$ cat config.mk
export PLATFORM = sky130hd
export DESIGN_NAME = integer_to_ascii_digits
export DESIGN_NICKNAME = d
export VERILOG_FILES = /design/src/rtl/itoa_pkg.sv /design/src/rtl/integer_to_ascii_digits.sv /design/src/rtl/itoa_ram.sv /design/src/rtl/itoa_div.sv
export SDC_FILE = /design/constraint.sdc
export NUM_CORES = 1
export LEC_CHECK = 0
export BUFFER_PORTS_ARGS = -buffer_cell sky130_fd_sc_hd__buf_2
export CAP_MARGIN = 20
export CORE_MARGIN = 2
export CORE_UTILIZATION = 55
export DETAILED_ROUTE_END_ITERATION = 8
export PLACE_DENSITY = 0.72
export SYNTH_ARGS = -nofsm -noshare
export SYNTH_HDL_FRONTEND = slang
export SYNTH_SLANG_ARGS = --single-unit
$ cat constraint.sdc
create_clock -name clk -period 8.5 [get_ports clk]
set_clock_uncertainty 0.15 [all_clocks]
set_input_delay 0.85 -clock clk [delete_from_list [all_inputs] [get_ports clk]]
set_output_delay 0.85 -clock clk [all_outputs]
set_load 0.01 [all_outputs]
$ cat src/rtl/itoa_pkg.sv
// package with payload types, sequencer states and character constants
package itoa_pkg;

  localparam logic [7:0] CHR_ZERO    = 8'h30;
  localparam logic [7:0] CHR_UPPER_A = 8'h41;
  localparam logic [7:0] CHR_LOWER_A = 8'h61;
  localparam logic [7:0] CHR_MINUS   = 8'h2D;
  localparam logic [5:0] DECIMAL_RADIX = 6'd10;
  localparam logic [5:0] RADIX_MIN     = 6'd2;
  localparam logic [5:0] RADIX_MAX     = 6'd36;
  localparam int DIGIT_W = 6;

  typedef struct packed {
    logic [63:0] value_bits;
    logic [5:0]  radix;
    logic        uppercase;
  } in_t;

  typedef struct packed {
    logic [7:0] out_char;
    logic       is_last;
    logic [6:0] char_count;
  } out_t;

  typedef struct packed {
    logic busy;
    logic done;
  } div_sts_t;

  typedef enum logic [2:0] {
    ST_IDLE,
    ST_DIV_START,
    ST_DIV_WAIT,
    ST_PREP,
    ST_READ,
    ST_LOAD,
    ST_SEND
  } state_t;

  function automatic logic [7:0] digit_char(input logic [5:0] d, input logic upper);
    logic [7:0] base;
    if (d < DECIMAL_RADIX) begin
      digit_char = CHR_ZERO + {2'b00, d};
    end else begin
      base = upper ? CHR_UPPER_A : CHR_LOWER_A;
      digit_char = base + {2'b00, d - DECIMAL_RADIX};
    end
  endfunction

endpackage

$ cat src/rtl/integer_to_ascii_digits.sv
// top level: radix conversion of a 64-bit value into a stream of ascii characters
//
// in channel: in_valid / in_ready carry one number (value, radix, uppercase flag).
// out channel: out_valid / out_ready carry one character per transfer, most
// significant digit first, with a leading minus for negative decimal values.
// every character carries the total character count; the final one has is_last.
// radix below 2 is taken as 2, above 36 as 36; decimal values are signed.
// each digit takes one pass of the shared bit-serial divider, which runs 64
// iterations per pass. after the digits are found, each digit character goes
// through a ram read, a load and a transfer, the transfer waiting while the
// receiver stalls; a prep state follows the last digit and loads the leading
// minus for a negative value, which is then sent first. one number at a time,
// in_ready high only idle.
// the output register holds its character while out_ready is low.
// synchronous reset returns the sequencer to idle; the digit ram is not cleared
// and needs no clearing pass, since every entry is written before it is read.
module integer_to_ascii_digits
  import itoa_pkg::*;
#(
  parameter int MAX_DIGITS = 64
) (
  input  logic clk,
  input  logic rst,
  input  logic in_valid,
  output logic in_ready,
  input  in_t  in_data,
  output logic out_valid,
  input  logic out_ready,
  output out_t out_data
);

  localparam int AW = $clog2(MAX_DIGITS);
  localparam int CW = $clog2(MAX_DIGITS + 1);

  state_t state, state_next;

  logic [63:0]   mag;
  logic [5:0]    radix_r;
  logic          upper;
  logic          neg;
  logic [CW-1:0] digits;
  logic [CW-1:0] digits_inc;
  logic [CW-1:0] rd_idx;
  logic [6:0]    total;
  logic          finish;
  out_t          out_reg;

  logic [5:0]    radix_cl;
  logic          in_neg;

  logic          div_start;
  logic [63:0]   div_quo;
  logic [5:0]    div_rem;
  div_sts_t      div_sts;
  logic          ram_we;
  logic          ram_re;
  logic [5:0]    ram_rdata;

  assign radix_cl = (in_data.radix < RADIX_MIN) ? RADIX_MIN :
                    (in_data.radix > RADIX_MAX) ? RADIX_MAX : in_data.radix;
  assign in_neg   = (radix_cl == DECIMAL_RADIX) && in_data.value_bits[63];

  assign digits_inc = digits + CW'(1);
  assign rd_idx     = digits - CW'(1);
  assign finish     = (div_quo == 64'd0) || (digits_inc == CW'(MAX_DIGITS));

  itoa_div u_div (
    .clk       (clk),
    .rst       (rst),
    .start     (div_start),
    .dividend  (mag),
    .divisor   (radix_r),
    .quotient  (div_quo),
    .remainder (div_rem),
    .sts       (div_sts)
  );

  itoa_ram #(
    .WIDTH (DIGIT_W),
    .DEPTH (MAX_DIGITS)
  ) u_ram (
    .clk   (clk),
    .we    (ram_we),
    .waddr (digits[AW-1:0]),
    .wdata (div_rem),
    .re    (ram_re),
    .raddr (rd_idx[AW-1:0]),
    .rdata (ram_rdata)
  );

  always_comb begin
    state_next = state;
    case (state)
      ST_IDLE: begin
        if (in_valid) state_next = ST_DIV_START;
      end
      ST_DIV_START: state_next = ST_DIV_WAIT;
      ST_DIV_WAIT: begin
        if (div_sts.done) state_next = finish ? ST_PREP : ST_DIV_START;
      end
      ST_PREP: state_next = neg ? ST_SEND : ST_READ;
      ST_READ: state_next = ST_LOAD;
      ST_LOAD: state_next = ST_SEND;
      ST_SEND: begin
        if (out_ready) state_next = out_reg.is_last ? ST_IDLE : ST_READ;
      end
      default: state_next = ST_IDLE;
    endcase
  end

  always_comb begin
    in_ready  = 1'b0;
    out_valid = 1'b0;
    div_start = 1'b0;
    ram_we    = 1'b0;
    ram_re    = 1'b0;
    case (state)
      ST_IDLE:      in_ready  = 1'b1;
      ST_DIV_START: div_start = 1'b1;
      ST_DIV_WAIT:  ram_we    = div_sts.done;
      ST_READ:      ram_re    = 1'b1;
      ST_SEND:      out_valid = 1'b1;
      default: begin
      end
    endcase
  end

  always_ff @(posedge clk) begin
    if (rst) begin
      state  <= ST_IDLE;
      digits <= '0;
    end else begin
      state <= state_next;
      if (in_valid && in_ready) begin
        digits <= '0;
      end else if (ram_we) begin
        digits <= digits_inc;
      end else if (state == ST_LOAD) begin
        digits <= rd_idx;
      end
    end
  end

  always_ff @(posedge clk) begin
    if (in_valid && in_ready) begin
      mag     <= in_neg ? (64'd0 - in_data.value_bits) : in_data.value_bits;
      radix_r <= radix_cl;
      upper   <= in_data.uppercase;
      neg     <= in_neg;
    end else if (ram_we) begin
      mag <= div_quo;
    end
    if (state == ST_PREP) begin
      total <= 7'(digits) + {6'd0, neg};
      out_reg.out_char   <= CHR_MINUS;
      out_reg.is_last    <= 1'b0;
      out_reg.char_count <= 7'(digits) + 7'd1;
    end else if (state == ST_LOAD) begin
      out_reg.out_char   <= digit_char(ram_rdata, upper);
      out_reg.is_last    <= (digits == CW'(1));
      out_reg.char_count <= total;
    end
  end

  assign out_data = out_reg;

  property p_last_to_idle;
    @(posedge clk) disable iff (rst)
      out_valid && out_ready && out_data.is_last |=> in_ready;
  endproperty
  a_last_to_idle: assert property (p_last_to_idle) else $error("not idle after last char");

  property p_accept_quiet;
    @(posedge clk) disable iff (rst) in_valid && in_ready |=> !out_valid && !in_ready;
  endproperty
  a_accept_quiet: assert property (p_accept_quiet) else $error("output right after accept");

  property p_digit_bound;
    @(posedge clk) disable iff (rst)
      ram_we |-> digits < CW'(MAX_DIGITS);
  endproperty
  a_digit_bound: assert property (p_digit_bound) else $error("digit store overrun");

endmodule

$ cat src/rtl/itoa_ram.sv
// generic single write port ram with registered read
module itoa_ram #(
  parameter int WIDTH = 6,
  parameter int DEPTH = 64
) (
  input  logic                     clk,
  input  logic                     we,
  input  logic [$clog2(DEPTH)-1:0] waddr,
  input  logic [WIDTH-1:0]         wdata,
  input  logic                     re,
  input  logic [$clog2(DEPTH)-1:0] raddr,
  output logic [WIDTH-1:0]         rdata
);

  logic [WIDTH-1:0] mem [DEPTH];

  always_ff @(posedge clk) begin
    if (we) begin
      mem[waddr] <= wdata;
    end
    if (re) begin
      rdata <= mem[raddr];
    end
  end

endmodule

$ cat src/rtl/itoa_div.sv
// iterative restoring divider, 64-bit dividend by 6-bit radix, one bit per cycle
module itoa_div
  import itoa_pkg::*;
(
  input  logic         clk,
  input  logic         rst,
  input  logic         start,
  input  logic [63:0]  dividend,
  input  logic [5:0]   divisor,
  output logic [63:0]  quotient,
  output logic [5:0]   remainder,
  output div_sts_t     sts
);

  logic [63:0] quo;
  logic [5:0]  rem;
  logic [5:0]  dvs;
  logic [5:0]  cnt;
  logic        busy;
  logic        done;
  logic [6:0]  rem_sh;
  logic        ge;
  logic [6:0]  rem_sub;

  assign rem_sh  = {rem, quo[63]};
  assign ge      = rem_sh >= {1'b0, dvs};
  assign rem_sub = rem_sh - {1'b0, dvs};

  always_ff @(posedge clk) begin
    if (rst) begin
      busy <= 1'b0;
      done <= 1'b0;
      cnt  <= '0;
    end else begin
      done <= 1'b0;
      if (start) begin
        busy <= 1'b1;
        cnt  <= '0;
      end else if (busy) begin
        cnt <= cnt + 6'd1;
        if (cnt == 6'd63) begin
          busy <= 1'b0;
          done <= 1'b1;
        end
      end
    end
  end

  always_ff @(posedge clk) begin
    if (start) begin
      quo <= dividend;
      rem <= '0;
      dvs <= divisor;
    end else if (busy) begin
      quo <= {quo[62:0], ge};
      rem <= ge ? rem_sub[5:0] : rem_sh[5:0];
    end
  end

  assign quotient  = quo;
  assign remainder = rem;
  assign sts.busy  = busy;
  assign sts.done  = done;

  property p_start_busy;
    @(posedge clk) disable iff (rst) start |=> busy && !done;
  endproperty
  a_start_busy: assert property (p_start_busy) else $error("divider did not start");

endmodule

### Word-level counts from Yosys, hierarchy flattened

Memory sizes are Yosys's and may differ from the RTL's. A register that Yosys moved wholly into a read port is not among the register bits.
Index checks and enable logic that the tools add are counted.

| storage, ports and cells | value |
|---|---|
| register bits after elaboration | 189 |
| latch bits | 0 |
| RAM bits | 384 |
| memory bits (read-only) | 0 |
| input bits | 75 |
| output and inout port bits | 18 |
| word-level logic and storage cells | 89 |
| memories | 1 |

| operators by class | value |
|---|---|
| $add $sub $neg | 9 |
| $mul | 0 |
| divide/modulo/power cells | 0 |
| $lt $le $gt $ge | 4 |
| equality and inequality tests | 13 |
| shifts and indexed selects | 0 |
| multiplexer cells | 32 |
| bitwise operators | 1 |
| reductions and logical operators | 13 |

Memories:

| name | depth | bits a word | rd ports | clocked after Yosys merged registers in | write ports | line | source |
|---|---|---|---|---|---|---|---|
| u_ram.mem | 64 | 6 | 1 | 1 | 1 | itoa_ram.sv:15 | `logic [WIDTH-1:0] mem [DEPTH];` |

Operators with widths:

| kind | count |
|---|---|
| $mux W64 | 5 |
| $logic_not A64 Y1 | 1 |
| $sub A1 B64 Y64 const A | 1 |
| $mux W7 | 4 |
| $mux W6 | 4 |
| $pmux W3 S7 | 1 |
| $mux W3 | 4 |
| $mux W1 | 11 |
| $eq A3 B3 Y1 const B | 3 |
| $add A7 B6 Y8 | 1 |
| $mux W8 | 1 |
| $reduce_bool A2 Y1 | 4 |
| $add A6 B6 Y7 const A | 1 |
| $add A7 B1 Y7 | 1 |
| $add A7 B1 Y7 const B | 1 |
| $eq A7 B1 Y1 const B | 1 |
| $eq A7 B7 Y1 const B | 1 |
| $ge A7 B6 Y1 | 1 |
| $sub A7 B1 Y7 const B | 1 |
| $add A6 B1 Y6 const B | 1 |
| $eq A3 B2 Y1 const B | 2 |
| $eq A6 B4 Y1 const B | 1 |
| $eq A6 B6 Y1 const B | 1 |
| $gt A6 B6 Y1 const B | 1 |
| other kinds (15) | 19 |

### Depth between registers and ports, before layout

Gate-level depths: netlist (run 1).

| depth | value |
|---|---|
| depth in word-level cells | 7 |
| gate-level depth with buffers | 11 |
| depth with buffers taken out | 10 |

### Cells and area by module

Synthesis (run 1) repeated with hierarchy kept, for this count alone.

| unflattened totals | value |
|---|---|
| cell total of the unflattened synthesis | 1663 |
| area total of the unflattened synthesis | 25468.2 um^2 |

By module, submodules not included:

| module | times used | cells each | area an instance (um^2) | seq. area each (um^2) |
|---|---|---|---|---|
| itoa_ram | 1 | 720 | 15285.9 | 11711.2 |
| integer_to_ascii_digits | 1 | 691 | 6413.7 | 2962.8 |
| itoa_div | 1 | 252 | 3768.6 | 2382.3 |

### Worst setup path after synthesis (run 1)

OpenSTA, ideal clock, no wires.

| timing path | value |
|---|---|
| kind | input to register |
| start | in in_valid |
| end | reg mag[0], enable pin |
| setup time | 0.693 ns |
| arrival time | 2.686 ns |
| required time | 7.657 ns |
| slack | 4.972 ns |
| cell stages on the path | 4 |
| path buffers | 2 |
| path through | nand2_1 clkbuf_1 clkbuf_1 nand2_1 |

| between the ends | value |
|---|---|
| cells in the longest elaborated chain, start to end | 2 |

Ends and longest elaborated chain:

| item | line | source |
|---|---|---|
| from (decl) | integer_to_ascii_digits.sv:24 | `input logic in_valid,` |
| $logic_and A1 B1 Y1 | integer_to_ascii_digits.sv:145 | `if (in_valid && in_ready) begin` |
| $reduce_bool A2 Y1 (no source line) | -- |  |
| to (signal assigned) | integer_to_ascii_digits.sv:146 | `mag <= in_neg ? (64'd0 - in_data.value_bits) : in_data.value_bits;` |
| to (signal assigned) | integer_to_ascii_digits.sv:151 | `mag <= div_quo;` |
| to (decl) | integer_to_ascii_digits.sv:37 | `logic [63:0] mag;` |

Every way passes these cells.
A chain may end at the register's enable or synchronous reset.

### Final worst setup path (run 1)

| timing path | value |
|---|---|
| start | reg digits[0] |
| end | reg u_ram.rdata[5], read port of u_ram.mem, data pin |

| between the ends | value |
|---|---|
| cells in the longest elaborated chain, start to end | 1 |

Ends and longest elaborated chain:

| item | line | source |
|---|---|---|
| from (decl) | integer_to_ascii_digits.sv:41 | `logic [CW-1:0] digits;` |
| from (signal assigned) | integer_to_ascii_digits.sv:137 | `digits <= digits_inc;` |
| from (signal assigned) | integer_to_ascii_digits.sv:139 | `digits <= rd_idx;` |
| $sub A7 B1 Y7 | integer_to_ascii_digits.sv:64 | `assign rd_idx = digits - CW'(1);` |
| to (decl) | itoa_ram.sv:12 | `output logic [WIDTH-1:0] rdata` |

Every way passes these cells.

==> impl_results.rst, run 1 <==
.. list-table::
   :header-rows: 1

   * - Metric
     - Value
   * - Yosys synthesis warning count
     - 0
   * - Post-synthesis cell count
     - 1587
   * - Syn Nets
     - 1681
   * - Post-cts sizing count
     - 0
   * - Post-detail-place hpwl
     - 35800 microns
   * - Total gr overflow
     - 0
   * - Wire length of the first global-routing pass
     - 86700 microns
   * - Via count of the first global-routing pass
     - 14.1k
   * - Number of endpoints with negative hold slack in the final report
     - 0
   * - Layout cells sized above 1
     - 23.9%
   * - Largest buffer count on any clock path
     - 3
   * - Critical path buffer and inverter count
     - 2
   * - Post-synthesis sequential area ratio
     - 68.1%
   * - Summed instance area of the synthesized netlist
     - 0.0251 sq mm
   * - Vias
     - 14.3k
   * - Capture point of the worst reg-to-reg path
     - u_ram.rdata[5]
   * - Critical Path Most Common Cell
     - sky130_fd_sc_hd__mux4_2
   * - Die width
     - 217 microns
   * - Worst ir drop on vdd
     - 0.198 mV
   * - Antenna violations before repair
     - 0
   * - CP endpoint kind
     - register
   * - Largest family of logic cells by synthesized area
     - multiplexers
   * - R2R cell count
     - 7
   * - Required arrival time at the worst endpoint
     - 8.69 ns
   * - Post-CTS Setup Inserts
     - 0
   * - Routability congestion estimate
     - 0.883
   * - Worst hold slack across all endpoints
     - 0.269 ns
   * - Fraction of synthesis flops using an asynchronous set or reset pin
     - 0%
   * - RSZ-0062 raised after global routing
     - no
   * - First-pass iteration count of the detailed router
     - 6
   * - Antenna-violating nets left
     - 0
   * - Cell at the root of the clock tree
     - sky130_fd_sc_hd__clkbuf_16
   * - Pins Over Slew Limit
     - 0
   * - Register-to-register setup slack
     - 3.89 ns
   * - Cells along the critical path
     - inv_1, ha_4, buf_4, mux4_2, mux4_2, a22oi_1, nand2_1
   * - TritonCTS clock tree
     - done
   * - Hold bufs inserted after CTS
     - 0
   * - Violation count after the first detailed-routing iteration
     - 1538
   * - Clock slew at reported path FFs
     - 0.06 ns
   * - Minimum clock period
     - 4.61 ns
   * - Io pins
     - 93
   * - Avg Synthesized Cell Area
     - 15.8 sq um
   * - Routed wirelength normalized by instance count
     - 24.3 microns
   * - Number of synthesized flops with an enable pin
     - 546
   * - Post-placement cell count
     - 2221
   * - Routed wire length
     - 56500 microns
   * - Most used flip-flop cell after synthesis
     - sky130_fd_sc_hd__edfxtp_1
   * - Leakage Power
     - 9.16 nW
   * - DP Worst Slack
     - 3.90 ns
   * - Top area cells in the synthesized netlist
     - sky130_fd_sc_hd__edfxtp_1 (65%), sky130_fd_sc_hd__mux4_2 (11%), sky130_fd_sc_hd__mux2_2 (2.9%)
   * - Reported max-cap violation count
     - 0
   * - Cell type group with the largest total delay on the critical path
     - buffers and inverters
   * - Worst Hold End
     - u_div.dvs[4]
   * - Path type of the worst min-delay path
     - register to register
   * - Rows
     - 78
   * - Core footprint
     - 0.0452 sq mm
   * - Area growth syn-to-layout
     - 12.4%
   * - Inserted Clock Buffers
     - 55
   * - Distinct cells, synth
     - 56
   * - Setup slack after layout
     - 3.89 ns
   * - Post-synthesis register bit count
     - 579
   * - Overall die area
     - 0.0473 sq mm
   * - Share of synthesized area spent on multiplexers
     - 13.9%
   * - Post-synthesis xor/xnor area fraction
     - 3.11%
   * - Fin crit share
     - 54.2%
   * - Arrival @ worst endpoint
     - 4.79 ns
   * - Startpoint kind of the worst setup timing path
     - register
   * - Logic depth of the worst setup path including buffers
     - 7
   * - Critical path start-end classification
     - register to register
   * - Utilization of the core after routing
     - 62.3%
   * - Setup-failing EPs final
     - 0
   * - Power density of the placed cells
     - 251 mW/mm^2
   * - CP max-delay cell
     - sky130_fd_sc_hd__dfxtp_4
   * - Min-delay src
     - radix_r[4]
   * - Biggest area consumer among synthesized cells
     - sky130_fd_sc_hd__edfxtp_1
   * - Aggregate global-route resource usage
     - 24.4%
   * - Worst hold path stage count
     - 0
   * - Final-layout setup total negative slack
     - 0 ns
   * - Number of sinks on the clock net
     - 579
   * - Share of the synthesized area in compound gates (AO/OA/AOI/OAI)
     - 4.74%
   * - Start point of the critical path
     - digits[0]
   * - Final net count
     - 1775
   * - Largest net degree at the start of global routing
     - 126
   * - Max FO, Critical Path
     - 52
   * - Cell Count, Final, Fillers Out
     - 2325
   * - Adder-Cell Fraction of Synth Area
     - 0.979%
   * - Via count normalized by instance count
     - 6.16
   * - Fraction of synthesized cell area taken by the top area cell type
     - 65.4%
   * - Result of the run
     - finished, final reports clean
   * - Headroom to the max-slew limit
     - 28.2%
   * - Synthesized-area fraction occupied by and/or/nand/nor cells
     - 7.26%
   * - Effective utilization at floorplan
     - 55.5%
   * - Die height
     - 217 microns
   * - Delay contributed by the slowest stage of the critical path
     - 1.00 ns
   * - Clock latency of the later-clocked register in the worst-skew pair
     - 0.62 ns
   * - IO Port Bufs
     - 92
   * - Maximum operating frequency
     - 0.217 GHz
   * - Ant diodes
     - 0
   * - RR Startpoint
     - digits[0]
   * - H-tree level count
     - 2
   * - Worst Max-Slew Pin Slew
     - 1.07 ns
   * - Remaining design rule violation count
     - 0
-- sequential cells by signal, summed over array words and instances, names as in the netlist --
register,count
radix_r,6
u_div.quotient,64
u_div.dvs,6
u_ram.mem,384
neg,1
out_data,16
total,7
digits,7
mag,64
u_ram.rdata,6
u_div.cnt,6
upper,1
u_div.done,1
u_div.remainder,6
state,3
u_div.busy,1
-- cells by family (layout without fill, tap and decap cells) --
kind of cell,count (synthesis),in the layout
flip-flops,579,579
AND/OR/NAND/NOR,387,387
AO/OA/AOI/OAI,203,203
multiplexers,190,190
buffers and inverters,120,258
XOR/XNOR,89,89
adder cells (fa/ha/maj),19,19
-- worst register-to-register path, delay by kind of cell, from the launching register on --
| family | cells | cell delay, ns |
|---|---|---|
| buf+inv | 2 | 1.04 |
| mux | 2 | 0.98 |
| fa+ha+maj | 1 | 0.86 |
| compound gates | 1 | 0.21 |
| flops | 1 | 1.00 |
| simple gates | 1 | 0.08 |
-- Yosys cell counts, types with 6 or more instances --
library cell	instances
sky130_fd_sc_hd__nand2_1	121
sky130_fd_sc_hd__buf_2	10
sky130_fd_sc_hd__nor3_1	30
sky130_fd_sc_hd__dfxtp_1	33
sky130_fd_sc_hd__mux4_2	120
sky130_fd_sc_hd__a22oi_1	15
sky130_fd_sc_hd__nor4_1	27
sky130_fd_sc_hd__xnor2_1	63
sky130_fd_sc_hd__clkbuf_1	59
sky130_fd_sc_hd__a21oi_1	38
sky130_fd_sc_hd__buf_1	9
sky130_fd_sc_hd__nand2b_1	7
sky130_fd_sc_hd__nor2_1	124
sky130_fd_sc_hd__inv_1	39
sky130_fd_sc_hd__nand3_1	22
sky130_fd_sc_hd__nor2b_1	7
sky130_fd_sc_hd__mux2_2	65
sky130_fd_sc_hd__xor2_1	26
sky130_fd_sc_hd__or3_1	11
sky130_fd_sc_hd__o21ai_0	76
sky130_fd_sc_hd__o21ai_1	14
sky130_fd_sc_hd__a31oi_1	26
sky130_fd_sc_hd__a211oi_1	6
sky130_fd_sc_hd__nand4_1	10
sky130_fd_sc_hd__edfxtp_1	546
sky130_fd_sc_hd__ha_1	18
-- worst max-delay path by stage --
| stage | endpoint |
|---|---|
| after floorplan | mag[0] |
| after global placement | u_ram.rdata[4] |
| after detailed placement | u_ram.rdata[4] |
| after CTS | u_ram.rdata[5] |
| after global routing | u_ram.rdata[2] |
| final | u_ram.rdata[5] |
-- cell usage in the layout (no fill, tap or decap), types with 38 or more instances in the layout --
| cell type | Yosys | final |
|---|---|---|
| sky130_fd_sc_hd__mux2_2 | 65 | 65 |
| sky130_fd_sc_hd__nor2_1 | 124 | 124 |
| sky130_fd_sc_hd__inv_1 | 39 | 39 |
| sky130_fd_sc_hd__xnor2_1 | 63 | 61 |
| sky130_fd_sc_hd__edfxtp_1 | 546 | 546 |
| sky130_fd_sc_hd__buf_2 | 10 | 93 |
| sky130_fd_sc_hd__a21oi_1 | 38 | 38 |
| sky130_fd_sc_hd__clkbuf_16 | 0 | 57 |
| sky130_fd_sc_hd__nand2_1 | 121 | 119 |
| sky130_fd_sc_hd__o21ai_0 | 76 | 76 |
| sky130_fd_sc_hd__mux4_2 | 120 | 120 |
-- final cells by class --
class | count | area (sq um)
clock buffer | 64 | 1470
sequential | 579 | 17100
timing repair buffer | 118 | 711
fill | 3187 | 17000
inverter | 39 | 146
multi-input combinational | 888 | 7570
tap | 600 | 751
clock inverter | 37 | 439
-- power breakdown --
group | internal (mW) | switching (mW) | total (mW)
clock | 1.54 | 1.05 | 2.59
combinational | 0.249 | 0.537 | 0.786
sequential | 3.58 | 0.117 | 3.70
-- metrics by stage --
stage	power, mW	cell area [sq um]
final	7.07	28200
after global routing	7.33	28200
after CTS	7.10	28100
after detailed placement	4.53	26200
after global placement	4.48	26100
after floorplan	4.20	25100
-- metal layers --
layer	GRT usage [%]	vias up	share of wire (%)
li1	-	6372	-
met3	5.16	84	8.0
met4	6.51	0	2.3
met2	38.0	642	48
met1	35.3	7231	41
met5	0	-	0
Note: power is estimated with default switching activity, not from simulation.
==> run 2, diff against run 1 <==
PLACE_DENSITY = 0.75   (was 0.72)
clock period = 4 ns   (was 8.5 ns; I/O delays follow)
==> impl_results.rst, run 2 (synthesis results as in run 1) <==
.. list-table::
   :header-rows: 1

   * - Metric
     - Value
   * - Maximum operating frequency
     - 0.303 GHz
   * - RSZ-0062 raised after global routing
     - no
   * - Min-delay src
     - in_data[69]
   * - Violation count after the first detailed-routing iteration
     - 1585
   * - Inserted Clock Buffers
     - 56
   * - Die width
     - 217 microns
   * - CP max-delay cell
     - sky130_fd_sc_hd__ha_4
   * - Final-layout setup total negative slack
     - 0 ns
   * - Setup-failing EPs final
     - 0
   * - Worst Max-Slew Pin Slew
     - 0.906 ns
   * - Hold bufs inserted after CTS
     - 9
   * - Reported max-cap violation count
     - 0
   * - Required arrival time at the worst endpoint
     - 4.22 ns
   * - Effective utilization at floorplan
     - 55.5%
   * - Ant diodes
     - 0
   * - Final net count
     - 1794
   * - Result of the run
     - finished, final reports clean
   * - Clock slew at reported path FFs
     - 0.06 ns
   * - Layout cells sized above 1
     - 24.2%
   * - Headroom to the max-slew limit
     - 39.1%
   * - Overall die area
     - 0.0473 sq mm
   * - Post-CTS Setup Inserts
     - 0
   * - Leakage Power
     - 9.25 nW
   * - Via count of the first global-routing pass
     - 13.8k
   * - Number of flip-flops in the largest register
     - 384
   * - Register with the most flip-flops
     - u_ram.mem
   * - RR Startpoint
     - digits[1]
   * - Clock latency of the later-clocked register in the worst-skew pair
     - 0.62 ns
   * - Arrival @ worst endpoint
     - 3.52 ns
   * - Worst ir drop on vdd
     - 0.403 mV
   * - Remaining design rule violation count
     - 0
   * - Routed wire length
     - 54400 microns
   * - TritonCTS clock tree
     - done
   * - Start point of the critical path
     - digits[1]
   * - Max FO, Critical Path
     - 33
   * - H-tree level count
     - 2
   * - Routed wirelength normalized by instance count
     - 23.2 microns
   * - Critical Path Most Common Cell
     - sky130_fd_sc_hd__mux4_2
   * - Fillcell total
     - 3179
   * - Io pins
     - 93
   * - Core footprint
     - 0.0452 sq mm
   * - IO Port Bufs
     - 92
   * - Via count normalized by instance count
     - 6.10
   * - Delay contributed by the slowest stage of the critical path
     - 0.69 ns
   * - Aggregate global-route resource usage
     - 23.2%
   * - Total gr overflow
     - 0
   * - Largest net degree at the start of global routing
     - 105
   * - Vias
     - 14.3k
   * - Startpoint kind of the worst setup timing path
     - register
   * - Post-detail-place hpwl
     - 35500 microns
   * - Antenna violations before repair
     - 2
   * - Worst hold slack across all endpoints
     - 0.0275 ns
   * - Post-cts sizing count
     - 0
   * - Area growth syn-to-layout
     - 13.2%
   * - Critical path start-end classification
     - register to register
   * - Commonest non-fill, non-tap cells in the layout
     - sky130_fd_sc_hd__edfxtp_1 (546), sky130_fd_sc_hd__nor2_1 (124), sky130_fd_sc_hd__mux4_2 (120)
   * - Fin crit share
     - 82.5%
   * - Cells along the critical path
     - inv_1, ha_4, buf_12, mux4_2, mux4_2, a22oi_1, nand2_1
   * - Wire length of the first global-routing pass
     - 82800 microns
   * - Antenna-violating nets left
     - 0
   * - Routability congestion estimate
     - 0.861
   * - Path type of the worst min-delay path
     - input pin to register
   * - Cell at the root of the clock tree
     - sky130_fd_sc_hd__clkbuf_16
   * - Commonest non-fill, non-tap cell in the layout
     - sky130_fd_sc_hd__edfxtp_1
   * - First-pass iteration count of the detailed router
     - 5
   * - Minimum clock period
     - 3.30 ns
   * - Number of endpoints with negative hold slack in the final report
     - 0
   * - CP endpoint kind
     - register
   * - Die height
     - 217 microns
   * - Number of sinks on the clock net
     - 579
   * - Overall power of the completed layout
     - 15.0 mW
   * - Power density of the placed cells
     - 528 mW/mm^2
   * - Rows
     - 78
   * - Largest buffer count on any clock path
     - 3
   * - Pins Over Slew Limit
     - 0
[run 2: cell types whose count changed in the layout (fill, tap and decap cells not counted), moves of 2 or more]
| cell | previous run | this run |
|---|---|---|
| sky130_fd_sc_hd__buf_12 | 3 | 8 |
| sky130_fd_sc_hd__dlygate4sd3_1 | 0 | 9 |
| sky130_fd_sc_hd__clkbuf_1 | 5 | 7 |
| sky130_fd_sc_hd__buf_4 | 21 | 27 |
[run 2: area by class of cell]
| cell class | count | area [sq um] | share of cell area (%) |
|---|---|---|---|
| repair buffers | 136 | 913 | 3.22 |
| multi-input cells | 888 | 7560 | 26.7 |
| clock inverters | 40 | 472 | 1.66 |
| inverters | 39 | 146 | 0.516 |
| well taps | 600 | 751 | 2.65 |
| flip-flops and latches | 579 | 17100 | 60.2 |
| clock buffers | 64 | 1440 | 5.08 |
[run 2: critical path: cells and delay by family (launching register included)]
family	cells	cell delay [ns]
AO/OA/AOI/OAI	1	0.29
adder cells (fa/ha/maj)	1	0.69
buffers and inverters	2	0.44
flip-flops	1	0.49
multiplexers	2	0.83
AND/OR/NAND/NOR	1	0.10
[run 2: where the power goes]
group | total (mW) | leakage [nW] | internal (mW) | switching, mW
logic | 1.71 | 3.00 | 0.521 | 1.19
clock network | 5.49 | 0.940 | 3.23 | 2.25
registers | 7.79 | 5.31 | 7.61 | 0.181
total | 15.0 | 9.25 | 11.4 | 3.62
[run 2: worst paths after layout]
check	to	slack (ns)	cells after the start
setup / recovery	u_ram.rdata[4]	0.70	7
hold / removal	mag[62]	0.03	3
setup reg to reg	u_ram.rdata[4]	0.70	7
hold reg to reg	u_div.dvs[5]	0.27	0
[run 2: routing by layer]
metal	global-route usage, %	wire length (microns)	share of wire, %	up-vias
met2	36.3	26200	48	598
li1	-	-	-	6422
met3	4.37	4330	8.0	101
met1	33.3	22300	41	7176
met4	7.67	1580	2.9	2
met5	0	13	0.024	-
[run 2: stage by stage]
step / utilization, % / cell area [sq um] / worst slack (ns) / cells
2_1_floorplan: - / 25100 / 0.485 / 1587
3_3_place_gp: 58.3 / 26400 / 0.816 / 2233
3_5_place_dp: 58.3 / 26400 / 0.707 / 2233
4_1_cts: 62.8 / 28400 / 0.695 / 2346
5_1_grt: 62.8 / 28400 / 0.541 / 2346
6_report: 62.8 / 28400 / 0.700 / 2346
